<file path="config.mk">
export PLATFORM = sky130hd
export DESIGN_NAME = epoch_to_packed_local_time
export DESIGN_NICKNAME = d
export VERILOG_FILES = /design/src/epl_pkg.sv /design/src/epoch_to_packed_local_time.sv
export SDC_FILE = /design/constraint.sdc
export NUM_CORES = 2
export LEC_CHECK = 0
export ABC_AREA = 1
export ABC_CLOCK_PERIOD_IN_PS = 24200
export BUFFER_PORTS_ARGS = -buffer_cell sky130_fd_sc_hd__buf_4
export CAP_MARGIN = 0
export CORE_MARGIN = 1.5
export CORE_UTILIZATION = 35
export CTS_BUF_LIST = sky130_fd_sc_hd__clkbuf_16
export DETAILED_ROUTE_END_ITERATION = 6
export GPL_TIMING_DRIVEN = 0
export PLACE_DENSITY_LB_ADDON = 0.15
export SYNTH_ARGS = -nofsm -noshare
export SYNTH_HDL_FRONTEND = slang
export SYNTH_SLANG_ARGS = --single-unit
export TNS_END_PERCENT = 20
</file>
<file path="constraint.sdc">
create_clock -name clk -period 24.2 [get_ports clk]
set_input_delay 0 -clock clk [delete_from_list [all_inputs] [get_ports clk]]
set_output_delay 0 -clock clk [all_outputs]
set_load 0.02 [all_outputs]
</file>
<file path="src/epl_pkg.sv">
package epl_pkg;

    localparam int PIPE_DEPTH = 11;

    localparam logic signed [16:0] OFFSET_RESET = 17'sd18000;
    localparam logic REG_IDX_OFFSET = 1'b0;

    localparam logic signed [34:0] LOCAL_BASE = 35'sd946684800;
    localparam logic signed [34:0] LOCAL_END  = 35'sd4102444800;

    localparam logic [16:0] SECS_PER_DAY = 17'd86400;
    localparam logic [30:0] RECIP_675    = 31'd1628906115;
    localparam int          RECIP_675_SH = 40;

    localparam logic [10:0] DAYS_PER_CYCLE = 11'd1461;
    localparam logic [15:0] RECIP_1461     = 16'd45934;
    localparam int          RECIP_1461_SH  = 26;

    localparam logic [8:0] DAYS_PER_YEAR_MONTHS = 9'd372;
    localparam logic [4:0] DAYS_PER_MONTH_SLOT  = 5'd31;

    localparam logic [32:0] MAX_PACKED = 33'd3214079999;

    function automatic logic [10:0] year_start(input logic [1:0] yic);
        logic [10:0] s;
        case (yic)
            2'd0:    s = 11'd0;
            2'd1:    s = 11'd366;
            2'd2:    s = 11'd731;
            default: s = 11'd1096;
        endcase
        return s;
    endfunction

    function automatic logic [8:0] month_start(input logic [3:0] m, input logic leap);
        logic [8:0] s;
        case (m)
            4'd0:    s = 9'd0;
            4'd1:    s = 9'd31;
            4'd2:    s = 9'd59;
            4'd3:    s = 9'd90;
            4'd4:    s = 9'd120;
            4'd5:    s = 9'd151;
            4'd6:    s = 9'd181;
            4'd7:    s = 9'd212;
            4'd8:    s = 9'd243;
            4'd9:    s = 9'd273;
            4'd10:   s = 9'd304;
            4'd11:   s = 9'd334;
            default: s = 9'd0;
        endcase
        if (leap && (m >= 4'd2))
        begin
            s = s + 9'd1;
        end
        return s;
    endfunction

endpackage

</file>
<file path="src/epoch_to_packed_local_time.sv">
// Unix UTC second count to packed local date and time.
// Input channel: drive utc_seconds with start high; a beat is taken on every
// rising edge where start is high and busy is low. busy never rises, so one
// beat can enter in every cycle.
// Result channel: done pulses for one cycle with packed_time and ok.
// Throughput is one beat per cycle, set by an 11-stage pipeline whose
// longest steps are the reciprocal multiplies for the day split.
// ok is high when the local year is 2000..2099; otherwise packed_time is 0.
// The receiver cannot stall: every result is shown for exactly one cycle.
// Configuration: APB register 0 (byte address 0) holds utc_offset_seconds,
// 17-bit signed, added to every beat. Write it only while the pipeline is
// empty. pready is tied high.
// Reset (rst_n low) clears the pipeline valids and loads the offset with
// 18000 seconds; beats in flight are dropped.
module epoch_to_packed_local_time
(
    input  logic        clk,
    input  logic        rst_n,
    input  logic        start,
    output logic        busy,
    input  logic [32:0] utc_seconds,
    output logic        done,
    output logic [31:0] packed_time,
    output logic        ok,
    input  logic        psel,
    input  logic        penable,
    input  logic        pwrite,
    input  logic [2:0]  paddr,
    input  logic [31:0] pwdata,
    output logic [31:0] prdata,
    output logic        pready
);

    logic signed [16:0] offset_reg;
    logic [epl_pkg::PIPE_DEPTH-1:0] vld_reg, vld_next;
    logic accept;
    logic cfg_wr;

    logic signed [34:0] local1_reg, local1_next;
    logic        ok2_reg, ok3_reg, ok4_reg, ok5_reg, ok6_reg, ok7_reg, ok8_reg, ok9_reg;
    logic        ok10_reg;
    logic [31:0] t2_reg, t3_reg, t4_reg;
    logic [55:0] prod3_reg;
    logic [15:0] q4_reg;
    logic [31:0] qp4_reg;
    logic [15:0] days5_reg, days6_reg;
    logic [16:0] sod5_reg, sod6_reg, sod7_reg, sod8_reg, sod9_reg, sod10_reg;
    logic [31:0] prod6_reg;
    logic [4:0]  cyc7_reg;
    logic [10:0] doc7_reg;
    logic [6:0]  year8_reg, year9_reg;
    logic [8:0]  doy8_reg;
    logic        leap8_reg;
    logic [3:0]  month9_reg;
    logic [4:0]  day9_reg;
    logic [15:0] ym10_reg;
    logic [31:0] packed_reg;
    logic        ok_reg;

    logic signed [34:0] rel2;
    logic        ok2_next;
    logic [55:0] prod3_next;
    logic [15:0] q4_next;
    logic [32:0] qp4_full;
    logic [31:0] r5_full;
    logic [17:0] r5;
    logic [15:0] days5_next;
    logic [16:0] sod5_next;
    logic [31:0] prod6_next;
    logic [4:0]  cyc7_next;
    logic [15:0] cyc_days;
    logic [1:0]  yic8;
    logic [10:0] doy8_full;
    logic [3:0]  month9_next;
    logic [8:0]  day9_full;
    logic [15:0] ym10_next;
    logic [31:0] packed_next;

    assign accept = start && !busy;
    assign busy   = 1'b0;
    assign pready = 1'b1;
    assign cfg_wr = psel && penable && pwrite && pready && (paddr[2] == epl_pkg::REG_IDX_OFFSET);
    assign prdata = (paddr[2] == epl_pkg::REG_IDX_OFFSET) ?
                    {{15{offset_reg[16]}}, offset_reg} : 32'd0;

    assign vld_next = {vld_reg[epl_pkg::PIPE_DEPTH-2:0], accept};

    always_ff @(posedge clk or negedge rst_n)
    begin
        if (!rst_n)
        begin
            vld_reg    <= '0;
            offset_reg <= epl_pkg::OFFSET_RESET;
            ok_reg     <= 1'b0;
        end
        else
        begin
            vld_reg <= vld_next;
            ok_reg  <= vld_reg[epl_pkg::PIPE_DEPTH-2] && ok10_reg;
            if (cfg_wr)
            begin
                offset_reg <= pwdata[16:0];
            end
        end
    end

    // Stage 1: apply zone offset
    assign local1_next = $signed({2'b00, utc_seconds}) + $signed({{18{offset_reg[16]}}, offset_reg});

    // Stage 2: range check, rebase to 2000-01-01
    assign ok2_next = (local1_reg >= epl_pkg::LOCAL_BASE) && (local1_reg < epl_pkg::LOCAL_END);
    assign rel2     = local1_reg - epl_pkg::LOCAL_BASE;

    // Stage 3: estimate days by reciprocal of 675 on seconds over 128
    assign prod3_next = 56'(t2_reg[31:7]) * 56'(epl_pkg::RECIP_675);

    // Stage 4: back-multiply estimate
    assign q4_next  = prod3_reg[epl_pkg::RECIP_675_SH+15:epl_pkg::RECIP_675_SH];
    assign qp4_full = 33'(q4_next) * 33'(epl_pkg::SECS_PER_DAY);

    // Stage 5: correct estimate by one
    assign r5_full = t4_reg - qp4_reg;
    assign r5      = r5_full[17:0];
    always_comb
    begin
        if (r5 >= 18'(epl_pkg::SECS_PER_DAY))
        begin
            days5_next = q4_reg + 16'd1;
            sod5_next  = 17'(r5 - 18'(epl_pkg::SECS_PER_DAY));
        end
        else
        begin
            days5_next = q4_reg;
            sod5_next  = r5[16:0];
        end
    end

    // Stage 6: split days into four-year cycles
    assign prod6_next = 32'(days5_reg) * 32'(epl_pkg::RECIP_1461);

    // Stage 7: day of cycle
    assign cyc7_next = prod6_reg[epl_pkg::RECIP_1461_SH+4:epl_pkg::RECIP_1461_SH];
    assign cyc_days  = 16'(cyc7_next) * 16'(epl_pkg::DAYS_PER_CYCLE);

    // Stage 8: year within cycle, first year of each cycle is leap
    always_comb
    begin
        if (doc7_reg >= epl_pkg::year_start(2'd3))
        begin
            yic8 = 2'd3;
        end
        else if (doc7_reg >= epl_pkg::year_start(2'd2))
        begin
            yic8 = 2'd2;
        end
        else if (doc7_reg >= epl_pkg::year_start(2'd1))
        begin
            yic8 = 2'd1;
        end
        else
        begin
            yic8 = 2'd0;
        end
    end
    assign doy8_full = doc7_reg - epl_pkg::year_start(yic8);

    // Stage 9: month and day of month
    always_comb
    begin
        month9_next = 4'd0;
        for (int m = 1; m < 12; m++)
        begin
            if (doy8_reg >= epl_pkg::month_start(4'(m), leap8_reg))
            begin
                month9_next = month9_next + 4'd1;
            end
        end
    end
    assign day9_full = doy8_reg - epl_pkg::month_start(month9_next, leap8_reg);

    // Stage 10: fold year, month, day
    assign ym10_next = 16'(year9_reg) * 16'(epl_pkg::DAYS_PER_YEAR_MONTHS)
                     + 16'(month9_reg) * 16'(epl_pkg::DAYS_PER_MONTH_SLOT)
                     + 16'(day9_reg);

    // Stage 11: scale to seconds, drop out-of-range beats
    assign packed_next = ok10_reg ?
                         (32'(ym10_reg) * 32'(epl_pkg::SECS_PER_DAY) + 32'(sod10_reg)) : 32'd0;

    always_ff @(posedge clk)
    begin
        local1_reg <= local1_next;

        ok2_reg <= ok2_next;
        t2_reg  <= rel2[31:0];

        ok3_reg   <= ok2_reg;
        t3_reg    <= t2_reg;
        prod3_reg <= prod3_next;

        ok4_reg <= ok3_reg;
        t4_reg  <= t3_reg;
        q4_reg  <= q4_next;
        qp4_reg <= qp4_full[31:0];

        ok5_reg   <= ok4_reg;
        days5_reg <= days5_next;
        sod5_reg  <= sod5_next;

        ok6_reg   <= ok5_reg;
        days6_reg <= days5_reg;
        sod6_reg  <= sod5_reg;
        prod6_reg <= prod6_next;

        ok7_reg  <= ok6_reg;
        sod7_reg <= sod6_reg;
        cyc7_reg <= cyc7_next;
        doc7_reg <= 11'(days6_reg - cyc_days);

        ok8_reg   <= ok7_reg;
        sod8_reg  <= sod7_reg;
        year8_reg <= {cyc7_reg, yic8};
        doy8_reg  <= doy8_full[8:0];
        leap8_reg <= (yic8 == 2'd0);

        ok9_reg    <= ok8_reg;
        sod9_reg   <= sod8_reg;
        year9_reg  <= year8_reg;
        month9_reg <= month9_next;
        day9_reg   <= day9_full[4:0];

        ok10_reg  <= ok9_reg;
        sod10_reg <= sod9_reg;
        ym10_reg  <= ym10_next;

        packed_reg <= packed_next;
    end

    assign done        = vld_reg[epl_pkg::PIPE_DEPTH-1];
    assign packed_time = packed_reg;
    assign ok          = ok_reg;

endmodule

</file>
==> reports/qor.csv <==
stage;metric;value;unit
sta;Highest Clock Rate;115;MHz
synth;post-synthesis async set-or-reset flop share;7.00;%
synth;distinct cell type count after synthesis;60;
clocking;Longest Clk Path Bufs;3;
run;# Max-Cap Violations;0;
global_route;gr ovfl total;0;
floorplanning;Std-Cell Rows;117;
synth;Post-synth EDFFs;0;
placement;Setup Slack @ Placement;15.49;ns
clocking;latest clock arrival within the worst-skew pair;0.60;ns
final_layout;post-route cell area;0.0412;mm^2
final_layout;share of post-route cells with drive strength above 1;7.07;%
final_layout;fin util;40.3;%
placement;post-detail-place hpwl;69000;um
sta;Worst Skew;0.0300;ns
worst_setup_path;most frequent cell on the critical path;nand2_1;
clocking;CTS tree;built;
floorplanning;die width;325;um
sta;final period utilization;35.9;%
synth;Post-Syn Nets;5053;
sta;Hold Vio Cnt, Final;0;
synth;top cell type's share of synthesized area;24.3;%
worst_setup_path;Data arrival, critical path;9.16;ns
worst_setup_path;Worst path max stage delay;0.46;ns
synth;synth warn;0;
global_route;number of global-route vias before repair;25100;
synth;largest cells by area after synthesis;ha_1, dfxtp_1, fa_1;
global_route;initial antenna violation count;0;
min_path;worst min path class;input pin to register;
placement;Post-DP Area;0.0388;mm^2
worst_setup_path;r2r setup slk;15.50;ns
final_layout;ant diodes;0;
clocking;clock sink total;414;
global_route;Tot GR Track Use;15.3;%
floorplanning;Die Ht;325;um
worst_setup_path;crit-path leading delay family;adder cells;
routing;DRT Wirelength;80400;um
placement;RD Place Congestion;0.846;
routing;DRT iter0 DRCs;882;
floorplanning;area of the die;0.105;mm^2
sta;final critical-path required period;8.70;ns
routing;DRT Pass-1 Iters;4;
synth;post-synthesis cell count;3903;
routing;antenna viol nets, final;0;
sta;RSZ-0062 raised after global routing;false;
worst_setup_path;Worst Path Buf+Inv;8;
routing;via/cell ratio;4.50;
final_layout;multi-input logic area;0.0242;mm^2
routing;DRC violation count after routing;0;
clocking;setup bufs post-CTS;0;
synth;Post-Syn Area;0.0362;mm^2
clocking;Clock H-tree levels;2;
sta;setup tns final;0;ns
final_layout;area grow syn2layout;13.8;%
placement;IO buf count;121;
routing;via count;25000;
worst_setup_path;Crit Path Class;register to register;
final_layout;Filler Cells Inserted;10400;
synth;leading cell types by count after synthesis;inv_1, ha_1, nand2_1;
worst_setup_path;Worst EP required;24.66;ns
final_layout;register area;0.00844;mm^2
sta;Slew headroom;35.8;%
synth;Synth Flop Type;dfxtp_1;
floorplanning;starting density of the core;35.4;%
global_route;largest net degree at the start of global routing;25;
worst_setup_path;type of origin of the critical path;register;
global_route;first-pass GRT wire length;129000;um
sta;Pins Over Slew Limit;0;
worst_setup_path;CP max stage cell;dfxtp_1;
final_layout;max reg flops;35;
clocking;clock root cell;clkbuf_16;
floorplanning;I/O Pins;142;
sta;worst setup margin;15.50;ns
run_status;status;completed;
floorplanning;CORE AREA;0.102;mm^2
worst_setup_path;crit-path max FO;7;
final_layout;final-stage net count;5297;
synth;#FFs+latches synth;414;
clocking;CTS clock-pin slew for the worst setup and hold paths;0.06;ns
synth;syn_area_per_cell;9.28;um^2
routing;WL per Instance;14.5;um
clocking;total CTS buffers;47;
sta;Final setup viols;0;
sta;Worst Tran Pin Value;0.962;ns
worst_setup_path;CP Capture Type;register;
synth;sequential area share after synthesis;23.3;%
synth;top cell type by total area after synthesis;ha_1;
synth;count leader, synth;inv_1;
## final timing paths
kind	from	endpoint	cells after the start
worst min register to register	t3_reg[13]$_DFF_P_	t4_reg[13]$_DFF_P_	0
max in group asynchronous	rst_n	vld_reg[10]$_DFF_PN0_	4
worst min-delay path	start	vld_reg[0]$_DFF_PN0_	2
worst max-delay path	leap8_reg$_DFF_P_	day9_reg[4]$_DFF_P_	51
min in group asynchronous	rst_n	offset_reg[4]$_DFFE_PN1P_	3
worst max register to register	leap8_reg$_DFF_P_	day9_reg[4]$_DFF_P_	51
## metrics by stage
step / cells / hold slack (ns)
6_report: 5553 / 0.0528
4_1_cts: 5553 / 0.0147
5_1_grt: 5553 / 0.0561
3_5_place_dp: 5392 / -0.0477
2_1_floorplan: 3903 / -0.296
3_3_place_gp: 5392 / -0.0559
## layout by cell type, fill, tap and decap left out, types with 9 or more instances in the layout
master           n
or2_2           10
a31oi_1         25
dlygate4sd3_1   73
o21a_1          12
dfrtp_1         24
clkbuf_16       48
o211ai_1        16
nand3_1         86
a21o_1           9
clkinv_2        10
nand3_2         11
o31ai_1         10
nand2_2         26
o21ai_0        106
nor3_1          22
xor2_1         134
nor4_1          11
buf_4          139
nand4_1         25
nand2_1        387
fa_1           372
inv_1          911
dfxtp_1        385
xnor2_1         66
a21oi_1        240
nor2_1         194
ha_1           704
## worst register-to-register path, delay by kind of cell (launching register included)
family,cells,cell delay (ns)
flip-flops,1,0.46
adder cells (fa/ha/maj),10,2.87
XOR/XNOR,4,0.61
AO/OA/AOI/OAI,9,1.44
AND/OR/NAND/NOR,20,2.48
buffers and inverters,8,0.73
## cells by family (layout without fill, tap and decap cells)
kind of cell	after synthesis	after routing	synth area share (%)
buffers and inverters	942	1224	9.95
AOI/OAI and AO/OA	476	476	7.50
DFF	414	414	23.3
other	2	2	0.0207
and+or+nand+nor	793	793	9.51
xor gates and xnor gates	200	200	4.84
adders and majority gates	1076	1076	44.9
## final cells by class
class                      instances  share of cell area [%]
buffer                            28                   0.419
clock buffer                      48                    2.92
clock inverter                    39                   0.999
inverter                         914                    8.33
multi-input combinational       2547                    58.7
sequential                       414                    20.5
tap                             1368                    4.15
timing repair buffer             195                    4.03
## repair_timing
action                    in CTS  in global routing
hold buffers                  74                  0
gates resized for setup        0                  0
hold endpoints to repair      81                  0
## per-layer routing
metal	track usage [%]	wire (um)	share of wire, %
met1	19.9	37200	46
met5	0	0	0
met3	1.55	2090	2.6
met4	4.19	2000	2.5
met2	26.8	39100	49
Power is left out: the tool's default activity adds up to more than one toggle a clock period on the data nets, which glitch-free logic cannot reach.
